**config.mk**
```make
export PLATFORM = sky130hd
export DESIGN_NAME = sha256_byte_stream_hasher
export DESIGN_NICKNAME = d
export VERILOG_FILES = /design/src/sha_pkg.sv /design/src/sha256_byte_stream_hasher.sv /design/src/sha_datapath.sv /design/src/sha_ctrl.sv
export SDC_FILE = /design/constraint.sdc
export NUM_CORES = 2
export LEC_CHECK = 0
export BUFFER_PORTS_ARGS = -buffer_cell sky130_fd_sc_hd__buf_2
export CAP_MARGIN = 20
export CORE_UTILIZATION = 23
export CTS_BUF_LIST = sky130_fd_sc_hd__clkbuf_16
export DETAILED_ROUTE_END_ITERATION = 7
export PLACE_DENSITY = 0.36
export SYNTH_ARGS = -nofsm -noshare
export SYNTH_HDL_FRONTEND = slang
export SYNTH_SLANG_ARGS = --single-unit
```
**constraint.sdc**
```tcl
create_clock -name clk -period 31.6 [get_ports clk]
set_input_delay 4.74 -clock clk [delete_from_list [all_inputs] [get_ports clk]]
set_output_delay 4.74 -clock clk [all_outputs]
set_load 0.03 [all_outputs]
```
**src/sha_pkg.sv**
```systemverilog
package sha_pkg;

  typedef struct packed {
    logic       mode;
    logic [7:0] data_byte;
  } in_item_t;

  typedef struct packed {
    logic [31:0] digest_word;
    logic [2:0]  word_index;
    logic        last_word;
  } out_item_t;

  // controller -> datapath
  typedef struct packed {
    logic       wr_byte;    // write byte into block buffer
    logic [1:0] byte_sel;   // 0 data, 1 pad 0x80, 2 zero, 3 length byte
    logic       comp_start; // load working vars
    logic       comp_round; // run one round
    logic       comp_done;  // add working vars into chaining state
    logic       reset_hash; // back to initial hash values
    logic       shift_out;  // rotate chaining words for output
  } ctrl_t;

  // datapath -> controller
  typedef struct packed {
    logic [5:0] pos;
    logic [5:0] round;
  } stat_t;

  localparam logic [1:0] SEL_DATA = 2'd0;
  localparam logic [1:0] SEL_PAD  = 2'd1;
  localparam logic [1:0] SEL_ZERO = 2'd2;
  localparam logic [1:0] SEL_LEN  = 2'd3;

  localparam logic [5:0] LEN_POS = 6'd56;

  localparam logic [31:0] IV [8] = '{
    32'h6a09e667, 32'hbb67ae85, 32'h3c6ef372, 32'ha54ff53a,
    32'h510e527f, 32'h9b05688c, 32'h1f83d9ab, 32'h5be0cd19
  };

  localparam logic [31:0] ROUND_K [64] = '{
    32'h428a2f98, 32'h71374491, 32'hb5c0fbcf, 32'he9b5dba5,
    32'h3956c25b, 32'h59f111f1, 32'h923f82a4, 32'hab1c5ed5,
    32'hd807aa98, 32'h12835b01, 32'h243185be, 32'h550c7dc3,
    32'h72be5d74, 32'h80deb1fe, 32'h9bdc06a7, 32'hc19bf174,
    32'he49b69c1, 32'hefbe4786, 32'h0fc19dc6, 32'h240ca1cc,
    32'h2de92c6f, 32'h4a7484aa, 32'h5cb0a9dc, 32'h76f988da,
    32'h983e5152, 32'ha831c66d, 32'hb00327c8, 32'hbf597fc7,
    32'hc6e00bf3, 32'hd5a79147, 32'h06ca6351, 32'h14292967,
    32'h27b70a85, 32'h2e1b2138, 32'h4d2c6dfc, 32'h53380d13,
    32'h650a7354, 32'h766a0abb, 32'h81c2c92e, 32'h92722c85,
    32'ha2bfe8a1, 32'ha81a664b, 32'hc24b8b70, 32'hc76c51a3,
    32'hd192e819, 32'hd6990624, 32'hf40e3585, 32'h106aa070,
    32'h19a4c116, 32'h1e376c08, 32'h2748774c, 32'h34b0bcb5,
    32'h391c0cb3, 32'h4ed8aa4a, 32'h5b9cca4f, 32'h682e6ff3,
    32'h748f82ee, 32'h78a5636f, 32'h84c87814, 32'h8cc70208,
    32'h90befffa, 32'ha4506ceb, 32'hbef9a3f7, 32'hc67178f2
  };

endpackage

```
**src/sha256_byte_stream_hasher.sv**
```systemverilog
// SHA-256 over a byte stream. Each absorb item writes one byte into the block
// buffer; the 64th byte of a block starts a compression (load, 64 rounds at
// one round per cycle, chaining add), during which in_ready is low. A finalize
// item writes the padding one byte per cycle up to the end of the block (with a
// second block when fewer than 8 bytes remain), compresses, then presents the
// eight digest words, word 0 first, one per accepted output item, with
// last_word on word 7; the hasher then returns to the initial hash values.
module sha256_byte_stream_hasher (
  input  logic               clk,
  input  logic               rst,
  input  logic               in_valid,
  output logic               in_ready,
  input  sha_pkg::in_item_t  in_data,
  output logic               out_valid,
  input  logic               out_ready,
  output sha_pkg::out_item_t out_data
);
  import sha_pkg::*;

  ctrl_t       ctrl;
  stat_t       stat;
  logic [31:0] word;
  logic [2:0]  index;

  sha_ctrl u_ctrl (
    .clk(clk), .rst(rst),
    .in_valid(in_valid), .in_ready(in_ready), .in_mode(in_data.mode),
    .out_valid(out_valid), .out_ready(out_ready), .out_index(index),
    .stat(stat), .ctrl(ctrl)
  );

  sha_datapath u_dp (
    .clk(clk), .rst(rst), .ctrl(ctrl), .data_byte(in_data.data_byte),
    .stat(stat), .out_word(word)
  );

  assign out_data.digest_word = word;
  assign out_data.word_index  = index;
  assign out_data.last_word   = (index == 3'd7);

endmodule

```
**src/sha_datapath.sv**
```systemverilog
module sha_datapath (
  input  logic          clk,
  input  logic          rst,
  input  sha_pkg::ctrl_t ctrl,
  input  logic [7:0]    data_byte,
  output sha_pkg::stat_t stat,
  output logic [31:0]   out_word
);
  import sha_pkg::*;

  logic [31:0] h [8];
  logic [31:0] v [8];
  // schedule window; also serves as the block buffer while bytes arrive
  logic [31:0] w [16];
  logic [63:0] count;
  logic [5:0]  round;
  logic [7:0]  byte_val;
  logic [63:0] bits;
  logic [4:0]  lane_lsb;
  logic [31:0] wt, s0, s1, x15, x2, t1, t2, ep0, ep1, ch, maj;

  // length bytes come from a latched copy so the position counter can move
  logic [63:0] len_sh;

  assign bits     = {count[60:0], 3'b000};
  assign lane_lsb = {~count[1:0], 3'b000};  // big-endian byte lane in the word

  always_comb begin
    case (ctrl.byte_sel)
      SEL_DATA: byte_val = data_byte;
      SEL_PAD:  byte_val = 8'h80;
      SEL_ZERO: byte_val = 8'h00;
      SEL_LEN:  byte_val = len_sh[63:56];
      default:  byte_val = 8'h00;
    endcase
  end

  always_comb begin
    x15 = w[1];
    x2  = w[14];
    s0  = {x15[6:0], x15[31:7]} ^ {x15[17:0], x15[31:18]} ^ (x15 >> 3);
    s1  = {x2[16:0], x2[31:17]} ^ {x2[18:0], x2[31:19]} ^ (x2 >> 10);
    wt  = w[0];
    ep1 = {v[4][5:0], v[4][31:6]} ^ {v[4][10:0], v[4][31:11]} ^ {v[4][24:0], v[4][31:25]};
    ch  = (v[4] & v[5]) ^ (~v[4] & v[6]);
    ep0 = {v[0][1:0], v[0][31:2]} ^ {v[0][12:0], v[0][31:13]} ^ {v[0][21:0], v[0][31:22]};
    maj = (v[0] & v[1]) ^ (v[0] & v[2]) ^ (v[1] & v[2]);
    t1  = v[7] + ep1 + ch + ROUND_K[round] + wt;
    t2  = ep0 + maj;
  end

  always_ff @(posedge clk) begin
    if (rst) begin
      count <= '0;
      round <= '0;
      for (int i = 0; i < 8; i++) h[i] <= IV[i];
    end else begin
      if (ctrl.reset_hash) begin
        count <= '0;
      end else if (ctrl.wr_byte) begin
        count <= count + 64'd1;
      end

      if (ctrl.wr_byte) begin
        if (ctrl.byte_sel == SEL_PAD) begin
          len_sh <= bits;
        end else if (ctrl.byte_sel == SEL_LEN) begin
          len_sh <= {len_sh[55:0], 8'h00};
        end
      end

      if (ctrl.comp_round) begin
        for (int i = 0; i < 15; i++) w[i] <= w[i+1];
        w[15] <= w[0] + s0 + w[9] + s1;
      end else if (ctrl.wr_byte) begin
        w[count[5:2]][lane_lsb +: 8] <= byte_val;
      end

      if (ctrl.comp_start) begin
        round <= '0;
        for (int i = 0; i < 8; i++) v[i] <= h[i];
      end else if (ctrl.comp_round) begin
        round <= round + 6'd1;
        v[7] <= v[6]; v[6] <= v[5]; v[5] <= v[4]; v[4] <= v[3] + t1;
        v[3] <= v[2]; v[2] <= v[1]; v[1] <= v[0]; v[0] <= t1 + t2;
      end

      if (ctrl.reset_hash) begin
        for (int i = 0; i < 8; i++) h[i] <= IV[i];
      end else if (ctrl.comp_done) begin
        for (int i = 0; i < 8; i++) h[i] <= h[i] + v[i];
      end else if (ctrl.shift_out) begin
        for (int i = 0; i < 7; i++) h[i] <= h[i+1];
        h[7] <= h[0];
      end
    end
  end

  assign stat.pos   = count[5:0];
  assign stat.round = round;
  assign out_word   = h[0];

endmodule

```
**src/sha_ctrl.sv**
```systemverilog
module sha_ctrl (
  input  logic             clk,
  input  logic             rst,
  input  logic             in_valid,
  output logic             in_ready,
  input  logic             in_mode,
  output logic             out_valid,
  input  logic             out_ready,
  output logic [2:0]       out_index,
  input  sha_pkg::stat_t   stat,
  output sha_pkg::ctrl_t   ctrl
);
  import sha_pkg::*;

  localparam logic [2:0] S_IDLE  = 3'd0;
  localparam logic [2:0] S_ROUND = 3'd1;
  localparam logic [2:0] S_ADD   = 3'd2;
  localparam logic [2:0] S_PAD   = 3'd3;
  localparam logic [2:0] S_START = 3'd4;
  localparam logic [2:0] S_OUT   = 3'd5;

  logic [2:0] state, state_next;
  logic       fin, fin_next;     // finalizing
  logic       last, last_next;   // current block is the final one
  logic [2:0] idx, idx_next;
  logic       acc;

  assign in_ready  = (state == S_IDLE);
  assign acc       = in_valid && in_ready;
  assign out_valid = (state == S_OUT);
  assign out_index = idx;

  always_comb begin
    state_next = state;
    fin_next = fin;
    last_next = last;
    idx_next = idx;
    ctrl = '0;
    case (state)
      S_IDLE: begin
        if (acc) begin
          ctrl.wr_byte = 1'b1;
          if (in_mode) begin
            ctrl.byte_sel = SEL_PAD;
            fin_next = 1'b1;
            // length fits behind the pad byte only below position 56
            last_next = (stat.pos < LEN_POS);
            if (stat.pos == 6'd63) state_next = S_START;
            else state_next = S_PAD;
          end else begin
            ctrl.byte_sel = SEL_DATA;
            if (stat.pos == 6'd63) state_next = S_START;
          end
        end
      end
      S_PAD: begin
        ctrl.wr_byte = 1'b1;
        // length only in the last eight bytes of the final block
        ctrl.byte_sel = (last && stat.pos >= LEN_POS) ? SEL_LEN : SEL_ZERO;
        if (stat.pos == 6'd63) state_next = S_START;
      end
      S_START: begin
        ctrl.comp_start = 1'b1;
        state_next = S_ROUND;
      end
      S_ROUND: begin
        ctrl.comp_round = 1'b1;
        if (stat.round == 6'd63) state_next = S_ADD;
      end
      S_ADD: begin
        ctrl.comp_done = 1'b1;
        if (!fin) state_next = S_IDLE;
        else if (last) begin
          idx_next = 3'd0;
          state_next = S_OUT;
        end else begin
          last_next = 1'b1;
          state_next = S_PAD;
        end
      end
      S_OUT: begin
        if (out_ready) begin
          ctrl.shift_out = 1'b1;
          idx_next = idx + 3'd1;
          if (idx == 3'd7) begin
            ctrl.shift_out = 1'b0;
            ctrl.reset_hash = 1'b1;
            fin_next = 1'b0;
            last_next = 1'b0;
            state_next = S_IDLE;
          end
        end
      end
      default: state_next = S_IDLE;
    endcase
  end

  always_ff @(posedge clk) begin
    if (rst) begin
      state <= S_IDLE;
      fin <= 1'b0;
      last <= 1'b0;
      idx <= 3'd0;
    end else begin
      state <= state_next;
      fin <= fin_next;
      last <= last_next;
      idx <= idx_next;
    end
  end

  a_ready_idle: assert property (@(posedge clk) disable iff (rst)
    in_ready |-> !out_valid) else $error("ready while emitting");
  a_idx_zero: assert property (@(posedge clk) disable iff (rst)
    $rose(out_valid) |-> idx == 3'd0) else $error("digest starts mid-way");
  a_round_end: assert property (@(posedge clk) disable iff (rst)
    (state == S_ADD) |-> $past(state) == S_ROUND) else $error("bad add entry");

endmodule

```
# ---- After elaboration in Yosys (flattened, before gate mapping)
# Memory sizes are Yosys's and may differ from the RTL's.
# Index checks and enable logic that the tools add are counted.
dict set report word_totals {
  word_cells 224
  romBits 2048
  register_bits 139
  in_bits 13
  out_inout_bits 38
  n_memories 4
  latch_bits 0
  ram_bits 1024
}
dict set report op_classes {
  reduce_logical 16
  n_shift 2
  n_addsub 22
  mul 0
  bitwise_logic 52
  eq_ne 18
  n_mux 100
  div_mod_pow 0
  n_lt_le_gt_ge 3
}
# memory depth word_bits read_ports rd_clocked_by_memory_dff wr line
set memory_table {}
lappend memory_table {{(no name shown)} 64 32 1 0 0 sha_datapath.sv:48} ;# t1 = v[7] + ep1 + ch + ROUND_K[round] + wt;
lappend memory_table {u_dp.w 16 32 16 0 16 sha_datapath.sv:14} ;# logic [31:0] w [16];
lappend memory_table {u_dp.h 8 32 8 0 8 sha_datapath.sv:11} ;# logic [31:0] h [8];
lappend memory_table {u_dp.v 8 32 8 0 8 sha_datapath.sv:12} ;# logic [31:0] v [8];
# op count
set op_table {}
lappend op_table {{32-bit two-way mux} 37}
lappend op_table {{32-bit adder} 18}
lappend op_table {{32-bit bitwise XOR} 9}
lappend op_table {{32-bit bitwise AND} 5}
lappend op_table {{64-bit two-way mux} 2}
lappend op_table {{64-bit by 1-bit adder with 64-bit output, second input constant} 1}
lappend op_table {{3-bit two-way mux} 13}
lappend op_table {{1-bit two-way mux} 38}
lappend op_table {{32-bit NOT} 1}
lappend op_table {{1-bit OR} 32}
lappend op_table {{8-bit one-hot mux with 4 select lines} 1}
lappend op_table {{32-bit OR reduction} 1}
lappend op_table {{8-bit by 7-bit variable shift with 32-bit output, first input constant} 1}
lappend op_table {{8-bit by 7-bit indexed part select with 32-bit output} 1}
lappend op_table {{32-bit by 22-bit bitwise XOR with 32-bit output} 1}
lappend op_table {{32-bit by 29-bit bitwise XOR with 32-bit output} 1}
lappend op_table {{3-bit one-hot mux with 6 select lines} 1}
lappend op_table {{6-bit equality test, second input constant} 2}
lappend op_table {{3-bit one-hot mux with 2 select lines} 2}
lappend op_table {{2-bit by 1-bit inequality test with 1-bit output, second input constant} 5}
lappend op_table {{3-bit equality test, second input constant} 3}
lappend op_table {{4-bit AND reduction} 2}
lappend op_table {{7-bit greater-or-equal comparator, second input constant} 1}
lappend op_table {{5-bit negation with 7-bit output} 1}
lappend op_table {{25 further kinds} 34}

# ---- Logic depth before layout (Yosys ltp)
dict set report logic_depth {
  ltp_word 10
  ltp_mapped 42
  mapped_depth_nobuf 39
}

# ---- By module
# From an unflattened synthesis, not the netlist that was laid out.
dict set report unflattened {
  hier_cells 8053
  area_unflattened_um2 76427.0
}
# module cells_each seq_area_each_um2 area_per_inst_um2 n_inst
set by_module_without_submodules {}
lappend by_module_without_submodules {sha_datapath 7976 33922.5 75846.5 1}
lappend by_module_without_submodules {sha_ctrl 76 160.2 574.3 1}
lappend by_module_without_submodules {sha256_byte_stream_hasher 1 0.0 6.3 1}

# ---- Worst setup path after synthesis
# Ideal clock, no wire load.
dict set report synth_timing {
  kind {input -> register}
  startpoint {input port rst}
  endpoint {memory u_dp.v[0][0] (enable)}
  cell_stages 3
  arrival_time_ns 22.519
  path_slack_ns 7.894
  required_time_ns 30.414
  setup_ns 1.186
  cell_sequence {clkbuf_1 > clkbuf_1 > nor3_1}
}
# item line
set synth_rtl {}
lappend synth_rtl {{start, declared} sha256_byte_stream_hasher.sv:10} ;# input logic rst,
lappend synth_rtl {{end, declared} sha_datapath.sv:12}

==> results.sh <==
export IMPL_firstDrtPassIters=5
export IMPL_ys_top_cells_by_area="edfxtp_1 (43%), nand2_1 (8.1%), ha_1 (6.6%)"
export IMPL_grt_pass1_vias=58040
export IMPL_synth_largest_area_cell="edfxtp_1"
export IMPL_hold_buffers=0
export IMPL_crit_top_cell="a21oi_1"
export IMPL_vias_per_cell=4.773
export IMPL_fin_util=0.2603
export IMPL_dr_first_iter_drc_count=4077
export IMPL_async_reset_ff_frac=0
export IMPL_regArea_um2=34090
export IMPL_hold_path_end="u_ctrl.last"
export IMPL_end_kind="flop"
export IMPL_start_util=0.2311
export IMPL_cts_buffers=159
export IMPL_die_x_um=575.3
export IMPL_p_comb_frac=0.513
export IMPL_grt_usage=0.1724
export IMPL_numPortBuffers=50
export IMPL_cts_resized_gates=0
export IMPL_rr_endpoint="u_dp.v[0][29]"
export IMPL_worst_slack_ns=20.41
export IMPL_cts_tree="done"
export IMPL_placed_cell_area_um2=80460
export IMPL_die_height_um=575.3
export IMPL_wirelength_um=292700
export IMPL_h_tree_depth=4
export IMPL_num_vias=58090
export IMPL_fill_cells=34970
export IMPL_clk_latency_ns=0.86
export IMPL_cts_sinks=1160
export IMPL_yosysUniqueCellTypes=91
export IMPL_grt_pass1_wl_um=420400
export IMPL_maxCapViolCount=0
export IMPL_synth_nets=8433
export IMPL_yosysTopAreaCellShare=0.4310
export IMPL_pre_cts_ws_ns=20.59
export IMPL_synth_seq_cells=1160
export IMPL_fin_crit_ns=11.19
export IMPL_yosys_warnings=0
export IMPL_reg2reg_slack_ns=20.41
export IMPL_grt_max_degree=144
export IMPL_status="completed"
export IMPL_io_pins=51
export IMPL_row_count=210
export IMPL_min_delay_start="u_ctrl.last"
export IMPL_cp_arrival_ns=11.69
export IMPL_max_slew_margin=0.1496
export IMPL_reg2regPathDepth=35
export IMPL_cpPeakStageDelay_ns=0.86
export IMPL_rr_startpoint="u_dp.round[0]"
export IMPL_root_buffer="clkbuf_16"
export IMPL_switching_share=0.4232
export IMPL_worst_path_max_delay_cell="dfxtp_1"
export IMPL_period_share=0.3541
export IMPL_post_cts_buffers=0
export IMPL_yosysSeqAreaShare=0.4509
export IMPL_rsz0062_at_grt="no"
export IMPL_postSynthAreaPerCell_um2=9.661
export IMPL_hp_class="flop to flop"
export IMPL_final_antenna_net_count=0
export IMPL_cp_max_fo=18
export IMPL_postLayoutCellArea_um2=85150
export IMPL_synth_cells=7825
export IMPL_antenna_found_initial=20
export IMPL_clkPwrFrac=0.230
export IMPL_drive_above_1_share=0.05911
export IMPL_skew_ns=0.07959
export IMPL_drc=0
export IMPL_final_hold_viol_count=0
export IMPL_cp_start_kind="flop"
export IMPL_cellPowerDensity_nw_per_um2=86.61
export IMPL_sequentialPowerShare=0.257
export IMPL_hpwl_um=211400
export IMPL_tns_ns=0
export IMPL_synth_edf_count=1085
export IMPL_place_inst=11900
export IMPL_cp_startpoint="u_dp.round[0]"
export IMPL_cp_data_required_time_ns=32.11
export IMPL_path_class="flop to flop"
export IMPL_final_common_cell="nand2_1"
export IMPL_clk_pin_slew_ns=0.06
export IMPL_cts_buffer_depth=4
export IMPL_p_sw_mw=3.121
export IMPL_ir_worst_vdd_uv=80.72
export IMPL_routedWlPerCell_um=24.05
export IMPL_multi_input_area_um2=38880
export IMPL_drv_slew=0
export IMPL_coreArea_um2=327100
export IMPL_stdcell_count=12170
export IMPL_syn_cell_area_um2=75600
export IMPL_die_area_um2=331000
export IMPL_area_delta_synth_final_pct=12.63
export IMPL_p_int_mw=4.254
export IMPL_synth_flop_cell="edfxtp_1"
export IMPL_fmax_mhz=89.37
export IMPL_power_leakage_nw=32.36
export IMPL_final_cell_mix="nand2_1 (1627), edfxtp_1 (1085), o21ai_0 (774), a21oi_1 (500), nor2_1 (423)"
export IMPL_finalWeightedCongestion=0.8740
export IMPL_overflow=0
export IMPL_final_setup_viol_count=0
export IMPL_tightest_slew_ns=1.276
export IMPL_nets=8319
export IMPL_hold_depth=2
cells in the mapped netlist, drive strengths merged, types with 16 or more instances:
master,n
o21a,54
ha,400
dfxtp,75
fa,195
xor2,235
clkbuf,350
a211oi,46
a21o,181
buf,67
o21bai,49
nor3,76
maj3,24
nand2b,77
and3,47
o21ai,908
o31ai,30
nor2b,44
o211ai,30
mux2,59
edfxtp,1085
nand3,111
or3,40
a21oi,502
mux2i,51
nand2,1631
xnor2,393
inv,280
a31oi,46
a22o,16
nor2,428
and2,22
nand4,35
routing by layer:
| metal | routed length (um) | vias to the layer above | part of all wire | GRT usage |
|---|---|---|---|---|
| met3 | 11660 | 339 | 0.040 | 0.02267 |
| met5 | 94 | - | 0.00032 | 0 |
| met2 | 137900 | 1247 | 0.47 | 0.2878 |
| met1 | 134500 | 29090 | 0.46 | 0.2323 |
| li1 | - | 27400 | - | - |
| met4 | 8518 | 16 | 0.029 | 0.04875 |
metrics by stage:
| step | hold WS, ns | power, mW |
|---|---|---|
| after CTS | 0.4723 | 7.448 |
| after global placement | 0.4554 | 5.699 |
| final | 0.4683 | 7.374 |
| after floorplan | 0.4407 | 4.656 |
| after global routing | 0.4882 | 7.912 |
| after detailed placement | 0.4642 | 5.702 |
critical path: cells and delay by family, from the launching register on:
kind	cells	cell delay, ns
multiplexers	1	0.56
adder cells (fa/ha/maj)	7	3.17
buffers and inverters	2	0.56
XOR/XNOR	2	0.52
AND/OR/NAND/NOR	7	1.44
flip-flops	1	0.86
AO/OA/AOI/OAI	16	3.71
cell families after synthesis:
logic type      synth area share
flops                     0.4509
compound gates            0.1574
mux                      0.01882
xor+xnor                 0.07276
fa+ha+maj                 0.1210
buf+inv                  0.03633
simple gates              0.1429
state kept, by name, indices dropped and copies added (netlist names):
signal            cells
u_dp.h              256
u_ctrl.last           1
u_dp.count           61
u_dp.w              512
u_dp.round            6
u_dp.len_sh          61
u_ctrl.out_index      3
u_dp.v              256
u_ctrl.state          3
u_ctrl.fin            1
area by class of cell:
cell class	count	area share
multi-input combinational	5967	0.4566
tap	4346	0.06386
clock inverter	104	0.007186
antenna	8	0.0002351
clock buffer	162	0.04761
timing repair buffer	142	0.01173
sequential	1160	0.4004
inverter	281	0.01239
power by group through the flow:
stage	combinational, mW	sequential, mW	clock (mW)
2_1_floorplan	2.77	1.88	0
3_3_place_gp	3.77	1.93	0
3_5_place_dp	3.77	1.93	0
4_1_cts	3.80	1.90	1.75
5_1_grt	4.21	1.90	1.80
6_report	3.78	1.90	1.69
how the worst max path moves through the flow:
stage                          endpoint  slack (ns)
after global placement    u_dp.v[0][29]       20.49
after CTS                 u_dp.v[0][29]       20.51
final                     u_dp.v[0][29]       20.41
after global routing      u_dp.v[0][29]       19.87
after detailed placement  u_dp.v[0][29]       20.59
after floorplan            u_dp.v[0][0]        7.89
No activity file was read; power rests on OpenSTA's default activity.
